`src/byte_ring_fifo_unit_assert.svh`:
```
// Assertion macros shared by the byte ring FIFO RTL.
`ifndef BYTE_RING_FIFO_UNIT_ASSERT_SVH
`define BYTE_RING_FIFO_UNIT_ASSERT_SVH

// Invariant checked at every clock edge outside reset.
`define BRF_CHK(lbl, clk_s, rst_s, cond, msg) \
  lbl: assert property (@(posedge clk_s) disable iff (!rst_s) (cond)) else $error(msg);

// Same-cycle implication checked outside reset.
`define BRF_CHK_IMP(lbl, clk_s, rst_s, ante, cons, msg) \
  lbl: assert property (@(posedge clk_s) disable iff (!rst_s) (ante) |-> (cons)) \
    else $error(msg);

`endif

```
`src/brf_pkg.sv`:
```
// Types and constants shared by the byte ring FIFO modules.
package brf_pkg;

  // Item operation codes
  typedef enum logic [1:0] {
    OP_ADD = 2'd0,
    OP_GET = 2'd1,
    OP_DEL = 2'd2,
    OP_CLR = 2'd3
  } brf_op_t;

  // Controller states
  typedef enum logic [1:0] {
    ST_IDLE,
    ST_SETUP,
    ST_RUN
  } brf_state_t;

  // One result as held in the output queue
  typedef struct packed {
    logic [7:0] data;
    logic [8:0] amount;
    logic       bvalid;
    logic       last;
  } brf_item_t;

  localparam int OQ_DEPTH = 4;
  localparam int OQ_AW    = 2;
  localparam int OQ_CW    = 3;

endpackage

```
`src/brf_ram.sv`:
```
// Generic single-write, single-read RAM with registered read data.
module brf_ram #(
  parameter int DATA_W = 8,
  parameter int DEPTH  = 256
) (
  input  logic                     clk,
  input  logic                     we,
  input  logic [$clog2(DEPTH)-1:0] waddr,
  input  logic [DATA_W-1:0]        wdata,
  input  logic                     re,
  input  logic [$clog2(DEPTH)-1:0] raddr,
  output logic [DATA_W-1:0]        rdata
);

  logic [DATA_W-1:0] mem [DEPTH];
  logic [DATA_W-1:0] rdata_r;

  always_ff @(posedge clk) begin
    if (we) begin
      mem[waddr] <= wdata;
    end
    if (re) begin
      rdata_r <= mem[raddr];
    end
  end

  assign rdata = rdata_r;

endmodule

```
`src/brf_out_fifo.sv`:
```
// Small result queue that decouples the controller from the output stall.
module brf_out_fifo (
  input  logic                      clk,
  input  logic                      rst_n,
  input  logic                      push,
  input  brf_pkg::brf_item_t        push_item,
  input  logic                      pop,
  output logic [brf_pkg::OQ_CW-1:0] cnt,
  output brf_pkg::brf_item_t        head_item
);

  import brf_pkg::*;

  brf_item_t          entry_r [OQ_DEPTH];
  logic [OQ_AW-1:0]   wr_ptr_r, wr_ptr_nxt;
  logic [OQ_AW-1:0]   rd_ptr_r, rd_ptr_nxt;
  logic [OQ_CW-1:0]   cnt_r, cnt_nxt;

  always_comb begin
    wr_ptr_nxt = push ? wr_ptr_r + OQ_AW'(1) : wr_ptr_r;
    rd_ptr_nxt = pop ? rd_ptr_r + OQ_AW'(1) : rd_ptr_r;
    cnt_nxt    = cnt_r + OQ_CW'(push) - OQ_CW'(pop);
  end

  always_ff @(posedge clk) begin
    if (!rst_n) begin
      wr_ptr_r <= '0;
      rd_ptr_r <= '0;
      cnt_r    <= '0;
    end else begin
      wr_ptr_r <= wr_ptr_nxt;
      rd_ptr_r <= rd_ptr_nxt;
      cnt_r    <= cnt_nxt;
    end
  end

  always_ff @(posedge clk) begin
    if (push) begin
      entry_r[wr_ptr_r] <= push_item;
    end
  end

  assign cnt       = cnt_r;
  assign head_item = entry_r[rd_ptr_r];

endmodule

```
`src/byte_ring_fifo_unit.sv`:
```
// Top level of the byte ring FIFO: controller, byte store and result queue.
// Usage:
//  - Input channel (in_valid / in_stall) carries one command per transfer:
//    add a byte, get up to in_count bytes (optionally as a peek), delete up
//    to in_count bytes, or clear both indices.
//  - Result channel (out_valid / out_stall) returns one result per add,
//    delete or clear, and one result per byte for a get (at most MAX_BURST;
//    a get that yields nothing returns a single empty result). out_last
//    marks the final result of each command.
//  - cfg_valid / cfg_ready writes cyclic_mode; cfg_ready is always high.
//    Write it only while no command is in flight.
//  - Add, delete and clear finish in the accept cycle; their result is
//    visible in the next cycle; back-to-back adds run at one per cycle while
//    the queue has room. A get holds the input for the accept cycle, a setup
//    step that clamps the fill level and sizes the burst, one store read per
//    cycle while the queue has room (the single read port sets that rate),
//    and a step for the last read data to land. A get yielding nothing ends in setup.
//  - A four-entry result queue absorbs out_stall; commands keep being taken
//    while results wait, until the queue is full.
//  - Reset clears both indices, sets cyclic_mode and empties the queue. The
//    byte store is not cleared.
module byte_ring_fifo_unit #(
  parameter int DEPTH     = 256,
  parameter int MAX_BURST = 64
) (
  input  logic       clk,
  input  logic       rst_n,
  // Configuration write
  input  logic       cfg_valid,
  output logic       cfg_ready,
  input  logic       cfg_cyclic_mode,
  // Command channel
  input  logic       in_valid,
  output logic       in_stall,
  input  logic [1:0] in_mode,
  input  logic [7:0] in_data_in,
  input  logic [8:0] in_count,
  input  logic       in_peek,
  // Result channel
  output logic       out_valid,
  input  logic       out_stall,
  output logic [7:0] out_data_out,
  output logic [8:0] out_amount,
  output logic       out_byte_valid,
  output logic       out_last
);

  import brf_pkg::*;

  localparam int          AW      = $clog2(DEPTH);
  localparam int          NW      = $clog2(MAX_BURST + 1);
  localparam logic [15:0] DEPTH16 = 16'(DEPTH);
  localparam logic [16:0] DEPTH17 = 17'(DEPTH);
  localparam logic [8:0]  BURST9  = 9'(MAX_BURST);

  brf_state_t       state_r, state_nxt;
  logic [15:0]      wr_r, wr_nxt;
  logic [15:0]      rd_r, rd_nxt;
  logic [15:0]      fill_r, fill_nxt;     // always wr_r - rd_r
  logic             cyc_r;
  logic [8:0]       count_r;
  logic             peek_r;
  logic [NW-1:0]    n_r, n_nxt;
  logic [NW-1:0]    i_r, i_nxt;
  logic [AW-1:0]    addr_r, addr_nxt;
  logic             pend_r;               // read data lands this cycle
  logic             last_pend_r;

  brf_op_t          op;
  logic             accept;
  logic             add_ok;
  logic [16:0]      used17;
  logic [8:0]       del_n;
  logic             adjust;
  logic [15:0]      base;
  logic [16:0]      avail17;
  logic [8:0]       burst_cap;
  logic [16:0]      n_full;
  logic [NW-1:0]    n_setup;
  logic             rd_issue;
  logic             issue_last;
  logic             ram_we;
  logic [7:0]       ram_rdata;
  logic             push;
  brf_item_t        push_item;
  logic             pop;
  logic [OQ_CW-1:0] q_cnt;
  logic             q_room;
  brf_item_t        head_item;

  assign op       = brf_op_t'(in_mode);
  assign q_room   = q_cnt < OQ_CW'(OQ_DEPTH);
  assign in_stall = !(state_r == ST_IDLE && !pend_r && q_room);
  assign accept   = in_valid && !in_stall;

  // Add: free space check depends on the wrap mode
  assign used17 = cyc_r ? {1'b0, fill_r} : {1'b0, wr_r};
  assign add_ok = used17 < DEPTH17;

  // Delete: clamp to the fill level only
  assign del_n = (fill_r < {7'b0, in_count}) ? fill_r[8:0] : in_count;

  // Get sizing: clamp fill level to the store depth, then to count and burst
  assign adjust    = fill_r > DEPTH16;
  assign base      = adjust ? (wr_r - DEPTH16) : rd_r;
  assign avail17   = adjust ? DEPTH17 : {1'b0, fill_r};
  assign burst_cap = (count_r < BURST9) ? count_r : BURST9;
  assign n_full    = (avail17 < {8'b0, burst_cap}) ? avail17 : {8'b0, burst_cap};
  assign n_setup   = n_full[NW-1:0];

  assign issue_last = (i_r + NW'(1)) == n_r;

  always_comb begin
    state_nxt = state_r;
    wr_nxt    = wr_r;
    rd_nxt    = rd_r;
    fill_nxt  = fill_r;
    n_nxt     = n_r;
    i_nxt     = i_r;
    addr_nxt  = addr_r;
    ram_we    = 1'b0;
    rd_issue  = 1'b0;
    push      = 1'b0;
    push_item = '0;
    push_item.last = 1'b1;

    // Landing read data of a get burst
    if (pend_r) begin
      push             = 1'b1;
      push_item.data   = ram_rdata;
      push_item.amount = 9'(n_r);
      push_item.bvalid = 1'b1;
      push_item.last   = last_pend_r;
    end

    unique case (state_r)
      ST_IDLE: begin
        if (accept) begin
          unique case (op)
            OP_ADD: begin
              push             = 1'b1;
              push_item.amount = {8'b0, add_ok};
              if (add_ok) begin
                ram_we   = 1'b1;
                wr_nxt   = wr_r + 16'd1;
                fill_nxt = fill_r + 16'd1;
              end
            end
            OP_GET: begin
              state_nxt = ST_SETUP;
            end
            OP_DEL: begin
              push             = 1'b1;
              push_item.amount = del_n;
              rd_nxt           = rd_r + 16'(del_n);
              fill_nxt         = fill_r - 16'(del_n);
            end
            OP_CLR: begin
              push     = 1'b1;
              wr_nxt   = '0;
              rd_nxt   = '0;
              fill_nxt = '0;
            end
          endcase
        end
      end
      ST_SETUP: begin
        // Drop overrun bytes even for a peek
        rd_nxt   = base;
        fill_nxt = avail17[15:0];
        if (n_setup == '0) begin
          if (q_room) begin
            push      = 1'b1;
            state_nxt = ST_IDLE;
          end
        end else begin
          n_nxt     = n_setup;
          i_nxt     = '0;
          addr_nxt  = base[AW-1:0];
          state_nxt = ST_RUN;
        end
      end
      ST_RUN: begin
        // Issue a read only when its data is sure to find a queue slot
        if ((q_cnt + OQ_CW'(pend_r)) < OQ_CW'(OQ_DEPTH)) begin
          rd_issue = 1'b1;
          addr_nxt = addr_r + AW'(1);
          i_nxt    = i_r + NW'(1);
          if (issue_last) begin
            state_nxt = ST_IDLE;
            if (!peek_r) begin
              rd_nxt   = rd_r + 16'(n_r);
              fill_nxt = fill_r - 16'(n_r);
            end
          end
        end
      end
      default: begin
        state_nxt = ST_IDLE;
      end
    endcase
  end

  always_ff @(posedge clk) begin
    if (!rst_n) begin
      state_r     <= ST_IDLE;
      wr_r        <= '0;
      rd_r        <= '0;
      fill_r      <= '0;
      cyc_r       <= 1'b1;
      pend_r      <= 1'b0;
      last_pend_r <= 1'b0;
    end else begin
      state_r     <= state_nxt;
      wr_r        <= wr_nxt;
      rd_r        <= rd_nxt;
      fill_r      <= fill_nxt;
      pend_r      <= rd_issue;
      last_pend_r <= rd_issue && issue_last;
      if (cfg_valid && cfg_ready) begin
        cyc_r <= cfg_cyclic_mode;
      end
    end
  end

  // Burst bookkeeping and captured get arguments
  always_ff @(posedge clk) begin
    n_r    <= n_nxt;
    i_r    <= i_nxt;
    addr_r <= addr_nxt;
    if (accept) begin
      count_r <= in_count;
      peek_r  <= in_peek;
    end
  end

  brf_ram #(
    .DATA_W (8),
    .DEPTH  (DEPTH)
  ) u_store (
    .clk   (clk),
    .we    (ram_we),
    .waddr (wr_r[AW-1:0]),
    .wdata (in_data_in),
    .re    (rd_issue),
    .raddr (addr_r),
    .rdata (ram_rdata)
  );

  assign pop = out_valid && !out_stall;

  brf_out_fifo u_out_q (
    .clk       (clk),
    .rst_n     (rst_n),
    .push      (push),
    .push_item (push_item),
    .pop       (pop),
    .cnt       (q_cnt),
    .head_item (head_item)
  );

  assign cfg_ready      = 1'b1;
  assign out_valid      = q_cnt != '0;
  assign out_data_out   = head_item.data;
  assign out_amount     = head_item.amount;
  assign out_byte_valid = head_item.bvalid;
  assign out_last       = head_item.last;

`include "byte_ring_fifo_unit_assert.svh"

  // Fill level register must track the index difference
  `BRF_CHK(a_fill_tracks, clk, rst_n, fill_r == 16'(wr_r - rd_r), "fill level out of step")
  // Result queue must never be pushed when full
  `BRF_CHK_IMP(a_no_q_overflow, clk, rst_n, push, q_cnt < OQ_CW'(OQ_DEPTH), "queue overflow")
  // Store writes never overlap a get burst
  `BRF_CHK_IMP(a_no_wr_in_burst, clk, rst_n, ram_we, !rd_issue && !pend_r, "write in burst")

endmodule
```
`config.mk`:
```
export PLATFORM = sky130hd
export DESIGN_NAME = byte_ring_fifo_unit
export DESIGN_NICKNAME = d
export VERILOG_FILES = /design/src/brf_pkg.sv /design/src/brf_ram.sv /design/src/brf_out_fifo.sv /design/src/byte_ring_fifo_unit.sv
export VERILOG_INCLUDE_DIRS = /design/src /design/src/src
export SDC_FILE = /design/constraint.sdc
export NUM_CORES = 2
export LEC_CHECK = 0
export BUFFER_PORTS_ARGS = -buffer_cell sky130_fd_sc_hd__buf_4
export CORE_UTILIZATION = 50
export CTS_BUF_LIST = sky130_fd_sc_hd__clkbuf_4 sky130_fd_sc_hd__clkbuf_8 sky130_fd_sc_hd__clkbuf_16
export DETAILED_ROUTE_END_ITERATION = 12
export GPL_TIMING_DRIVEN = 0
export PLACE_DENSITY = 0.65
export SLEW_MARGIN = 40
export SYNTH_ARGS = -nofsm -noshare
export SYNTH_HDL_FRONTEND = slang
export SYNTH_SLANG_ARGS = --single-unit
```
`constraint.sdc`:
```
create_clock -name clk -period 15.2 [get_ports clk]
set_input_delay 0 -clock clk [delete_from_list [all_inputs] [get_ports clk]]
set_output_delay 0 -clock clk [all_outputs]
set_load 0.005 [all_outputs]
```
* Yosys cells after proc, flatten, opt, wreduce, memory -nomap -nowiden *
Memory sizes are Yosys's and may differ from the RTL's. A register that Yosys moved wholly into a read port is not among the register bits.
Index checks and enable logic that the tools add are counted.

cells by class
  mux-type cells = 56
  add/subtract/negate cells = 14
  eq/ne operators = 18
  magnitude comparators = 7
  reduce and logical (&&, ||, !) cells = 23
  bitwise gates (word level) = 1

operator list
  kind                   number
  $mux 16                13
  $pmux 16 s3            3
  $pmux 16 s2            2
  $mux 9                 4
  $add 16x1->16 const B  2
  $lt 16x9->1            2
  $mux 7                 3
  $mux 19                1
  $pmux 9 s2             1
  $add 16x7->16          1
  $add 16x9->16          1
  $gt 16x9->1 const B    1
  $lt 16x9->1 const B    1
  $mux 2                 8
  $mux 8                 2
  $pmux 8 s2             1
  $sub 16x7->16          1
  $sub 16x9->16          1
  $sub 16x9->16 const B  1
  $mux 1                 15
  $ne 2x2->1 const B     7
  $pmux 7 s2             1
  $reduce_and 7->1       2
  $lt 9x7->1 const B     1
  28 further kinds       44

storage, ports and cells
  memories kept = 2
  logic and storage cells = 137
  register bits after elaboration = 92
  memory bits (writable) = 2,124

memory list
  name             words  width  read ports  clocked after memory_dff  write ports  line                text
  u_store.mem      256    8      1           1                         1            brf_ram.sv:15       logic [DATA_W-1:0] mem [DEPTH];
  u_out_q.entry_r  4      19     1           1                         1            brf_out_fifo.sv:14  brf_item_t entry_r [OQ_DEPTH];

* Depth between registers and ports, before layout *
  depth in word-level cells = 9
  depth in mapped cells = 23

* Hierarchy *
Synthesis repeated with hierarchy kept, for this count alone.

second synthesis, totals
  cells, all modules = 4,611
  area, all modules = 89,169.3 µm²

modules (own cells, without submodules)
  module               cells each  instances  area an instance (µm²)
  brf_ram              3,733       1          79,636.4
  byte_ring_fifo_unit  738         1          6,316.1
  brf_out_fifo         140         1          3,216.8

* Least setup slack after synthesis *
Ideal clock, no wire load.

  kind = reg2reg
  start point = register fill_r[3]
  end point = memory u_out_q.entry_r[1][0] (netlist name) (enable)
  data arrival time = 4.420 ns
  setup time = 0.397 ns
  cell stages (with the launch flop) = 16
  clock period less this slack = 4.817 ns
  buffers on the path = 2
  path slack = 10.383 ns
  path through = dfxtp_1 or4_1 o21ai_1 and2_1 clkbuf_1 clkbuf_1 nand2_1 inv_1 ha_1 and2_1 a221oi_1 maj3_2 a211oi_4 mux2i_1 a311oi_4 nor2b_1

on the way
  longest elaborated chain between the ends = 9

ends and longest elaborated chain
  what                              line                        text
  start, declared                   byte_ring_fifo_unit.sv:59   logic [15:0] fill_r, fill_nxt;
  start signal, assigned            byte_ring_fifo_unit.sv:217  fill_r <= fill_nxt;
  $gt 16x9->1                       byte_ring_fifo_unit.sv:104  assign adjust = fill_r > DEPTH16;
  $mux 16 (*)                       byte_ring_fifo_unit.sv:106  assign avail17 = adjust ? DEPTH17 : {1'b0, fill_r};
  $lt 16x9->1                       byte_ring_fifo_unit.sv:108  assign n_full = (avail17 < {8'b0, burst_cap}) ? avail17 : {8'b0, burst_cap};
  $mux 7 (*)                        byte_ring_fifo_unit.sv:108
  $logic_not 7->1 (*)               byte_ring_fifo_unit.sv:171  if (n_setup == '0) begin
  $mux 1 (*)                        byte_ring_fifo_unit.sv:171
  $pmux 1 s2 (*)                    byte_ring_fifo_unit.sv:136  unique case (state_r)
  $mux 1 (*)                        brf_out_fifo.sv:38          if (push) begin
  $mux 1 (implied by the code) (*)  brf_out_fifo.sv:39          entry_r[wr_ptr_r] <= push_item;
  end, declared                     brf_out_fifo.sv:14

Every way passes the cells marked *; elsewhere a longest branch is shown, timed or not.

* Final worst setup path *
  start point = register fill_r[13]
  end point = register u_out_q.cnt_r[2] (netlist: u_out_q.cnt[2])

on the way
  longest elaborated chain between the ends = 9

ends and longest elaborated chain
  what                  line                        text
  $gt 16x9->1           byte_ring_fifo_unit.sv:104
  $mux 16 (*)           byte_ring_fifo_unit.sv:106
  $lt 16x9->1           byte_ring_fifo_unit.sv:108
  $mux 7 (*)            byte_ring_fifo_unit.sv:108
  $logic_not 7->1 (*)   byte_ring_fifo_unit.sv:171
  $mux 1 (*)            byte_ring_fifo_unit.sv:171
  $pmux 1 s2 (*)        byte_ring_fifo_unit.sv:136
  $add 3x1->3 (*)       brf_out_fifo.sv:22          cnt_nxt = cnt_r + OQ_CW'(push) - OQ_CW'(pop);
  $sub 3x1->3 (*)       brf_out_fifo.sv:22
  end signal, assigned  brf_out_fifo.sv:33          cnt_r <= cnt_nxt;
  end, declared         brf_out_fifo.sv:17          logic [OQ_CW-1:0] cnt_r, cnt_nxt;

Marks and branches as above.
A chain may end at the register's enable or synchronous reset.

==> flow_metrics.tcl <==
set metrics [dict create \
    worst_slew_pin_slew_ns 0.912 \
    grt_antenna_before_repair 9 \
    postLayoutCoreUtil_pct 58.1 \
    port_buffers 46 \
    synth_edf_count 2164 \
    fin_skew_ns 0.0448 \
    ant_nets 0 \
    post_cts_buffers 0 \
    cpMostUsedCell "inv_1" \
    vias 44300 \
    period_share_pct 39.7 \
    rr_worst_depth 22 \
    yosys_warnings 0 \
    grt_max_degree 113 \
    via_per_inst 6.31 \
    cts_sinks 2218 \
    hold_path.class "input port to flop" \
    synthFlopType "edfxtp_1" \
    routabilityCongestion 0.886 \
    layout_min_cycle_time_ns 6.03 \
    async_flop_share_pct 0 \
    rows 153 \
    worstSetupPathType "flop to flop" \
    hold_viol 0 \
    worst-r2r-setup-slack_ns 9.17 \
    worstPathRequired_ns 15.91 \
    avgRoutedWirePerCell_um 33.2 \
    ys_seq_elements 2218 \
    hold_path_depth 5 \
    io-pin-count 48 \
    synth_area_per_cell_sq_um 21.3 \
    track_usage_pct 26.3 \
    hold-path-endpoint "u_out_q.rd_ptr_r[0]" \
    seq_power_share_pct 40.7 \
    final_max_slew_viol_count 0 \
    cts_buffer_depth 3 \
    switching_share_pct 29.4 \
    grt_pass1_wl_mm 330 \
    die_h_um 423 \
    cts-root-buf "clkbuf_16" \
    core-area_sq_mm 0.175 \
    grt_pass1_vias 44100 \
    drtPass1Iterations 5 \
    cap_violations 0 \
    pwr-share-clk_pct 32.7 \
    internal-power_mw 12.0 \
    start_util_pct 50.6 \
    rsz0062_at_grt "no" \
    power.share.combinational_pct 26.6 \
    crit_chain "or4_4 > nor3_2 > and2_1 > clkbuf_1 > clkbuf_1 > nand2_1 > inv_1 > ha_1 > a21o_1 > a21oi_1 > o21ai_0 > a21oi_1 > a211oi_4 > mux2i_1 > a311oi_4 > inv_1 > ha_1 > inv_1 > fa_1 > xnor2_1 > xnor2_1 > nor2_1" \
    drive_gt1_share_pct 30.4 \
    maxSlewHeadroom_pct 39.0 \
    syn_to_final_growth_pct 14.8 \
    end_kind "flop" \
    syn_area_sq_mm 0.0884 \
    nets 4612 \
    yosys-top-cells-area "edfxtp_1 (73%), mux4_2 (18%), nor2_1 (1.4%)" \
    power.density_mw_per_mm2 167 \
    drt-met1-wl_mm 92.1 \
    finalSetupViolations 0 \
    min_from "out_stall" \
    routed_wl_mm 233 \
    wl_met2_mm 110 \
    cts_buffers 219 \
    cts-htree-levels 4 \
    clk_latency_ns 0.88 \
    max_stage_delay_ns 0.70 \
    clk_pin_slew_ns 0.06 \
    dr_wl_met3_mm 22.2 \
    syn_inst 4148 \
    synth_common_cells "edfxtp_1 (2,164), mux4_2 (691), nor2_1 (335)" \
    placed_area_sq_mm 0.0936 \
    ir_drop_mv 0.116 \
    seq_area_frac_synth_pct 74.7 \
    fillers 12500 \
    cp_max_fo 10 \
    r2r_start "fill_r[13]" \
    crit_path_start_kind "flop" \
    cts_tree "done" \
    dpl.hpwl_mm 158 \
    critPathSlowestCell "mux2i_1" \
    grt_overflow 0 \
    synth_top_area_share_pct 73.5 \
    synth_cell_types 67 \
    maxUsedRoutingLayer "met5" \
    fp.dieW_um 423 \
    fmax_ghz 0.166 \
    design_area_sq_mm 0.102 \
    worstPathArrival_ns 6.74 \
    die_area_sq_mm 0.179 \
    outcome "finished clean" \
    tns_ns 0 \
    synth_most_common_cell "edfxtp_1" \
    p_sw_mw 5.00 \
    power_mw 17.0 \
    drt_iter0_markers 5885 \
    rr_endpoint "u_out_q.cnt[2]" \
    p_leak_nw 32.1 \
    route.detailed.drc 0 \
    synth_top_area_cell "edfxtp_1" \
]
[metal layers]
metal | vias up | track usage, %
met3 | 416 | 6.08
met2 | 2229 | 40.7
met1 | 23700 | 37.0
li1 | 18000 | -
met5 | - | 0.538
met4 | 4 | 9.38
[worst max path at each step]
| stage | cells past startpoint | endpoint | start |
|---|---|---|---|
| 3_3_place_gp | 16 | u_out_q.entry_r[1][4] | fill_r[13] |
| 2_1_floorplan | 15 | u_out_q.entry_r[1][0] | fill_r[3] |
| 5_1_grt | 22 | u_out_q.cnt[2] | fill_r[1] |
| 3_5_place_dp | 22 | u_out_q.cnt[2] | fill_r[13] |
| 6_report | 22 | u_out_q.cnt[2] | fill_r[13] |
| 4_1_cts | 22 | u_out_q.cnt[2] | fill_r[13] |
[cells by family (layout without fill, tap and decap cells)]
logic type	Yosys count	in the layout	synth area share (%)
multiplexers	713	713	17.8
AND/OR/NAND/NOR	598	598	2.97
adder cells (fa/ha/maj)	78	78	1.14
AO/OA/AOI/OAI	199	199	1.47
flip-flops	2218	2218	74.7
other	1	7	0.00424
XOR/XNOR	64	64	0.681
buffers and inverters	277	819	1.18
[power groups by stage]
stage	clock network, mW	logic [mW]	registers, mW
after floorplan	0	2.63	7.00
after global placement	0	4.31	7.04
after detailed placement	0	4.48	7.04
after CTS	5.60	4.50	6.91
after global routing	5.83	4.68	6.91
final	5.55	4.53	6.91
[timing repair]
item / 4_1_cts / 5_1_grt
resized for setup: 0 / 0
hold buffers: 39 / 0
endpoints found under the setup margin: 0 / 0
hold endpoints to repair: 1489 / 0
[registers in the layout, indices dropped and copies added, names as in the netlist, 2 cells and up, named ones only]
signal and flops:
u_store.mem 2048, u_out_q.entry_r 76, fill_r 16, wr_r 16
count_r 9, addr_r 8, rd_r 8, u_store.rdata 8
i_r 7, n_r 7, u_out_q.cnt 3, state_r 2
u_out_q.rd_ptr_r 2, u_out_q.wr_ptr_r 2
[worst max-delay path, delay by kind of cell (launching register included)]
| family | cells | cell delay (ns) |
|---|---|---|
| buffers and inverters | 5 | 1.17 |
| AO/OA/AOI/OAI | 6 | 1.24 |
| multiplexers | 1 | 0.70 |
| AND/OR/NAND/NOR | 5 | 1.34 |
| adder cells (fa/ha/maj) | 3 | 0.68 |
| XOR/XNOR | 2 | 0.37 |
| flip-flops | 1 | 0.38 |
[metrics by stage]
| stage | cells | worst slack (ns) | hold slack (ns) |
|---|---|---|---|
| finish | 7021 | 9.17 | 0.133 |
| global route | 7018 | 8.90 | 0.124 |
| CTS | 7017 | 9.20 | 0.0701 |
| detailed placement | 6574 | 9.23 | 0.189 |
| global placement | 6521 | 8.65 | 0.189 |
| floorplan | 4150 | 10.38 | 0.0989 |
[cells in the final DEF (no fill, tap or decap), types with 27 or more instances in the layout]
cell type / count
buf_16: 48
clkbuf_16: 220
a21oi_1: 48
buf_4: 40
nor2_2: 124
edfxtp_1: 2164
xnor2_1: 37
and2_1: 28
bufinv_16: 27
o21ai_0: 56
clkinv_2: 33
clkbuf_1: 76
dfxtp_1: 54
clkinv_1: 54
nand2_1: 114
ha_1: 72
clkbuf_4: 46
clkbuf_2: 83
inv_1: 55
dlygate4sd3_1: 39
mux4_2: 691
buf_2: 58
nor2_1: 211
[layout make-up]
class	instances	area [sq um]	area share (%)
Clock inverter	134	1500	1.48
Inverter	56	210	0.207
Timing Repair Buffer	138	2190	2.16
Buffer	221	1010	0.995
Multi-Input combinational cell	1655	21700	21.4
Tap cell	2325	2910	2.87
Sequential cell	2218	66100	65.1
Clock buffer	270	5910	5.82
Antenna cell	4	10.0	0.00986
No activity file was read; power rests on OpenSTA's default activity.
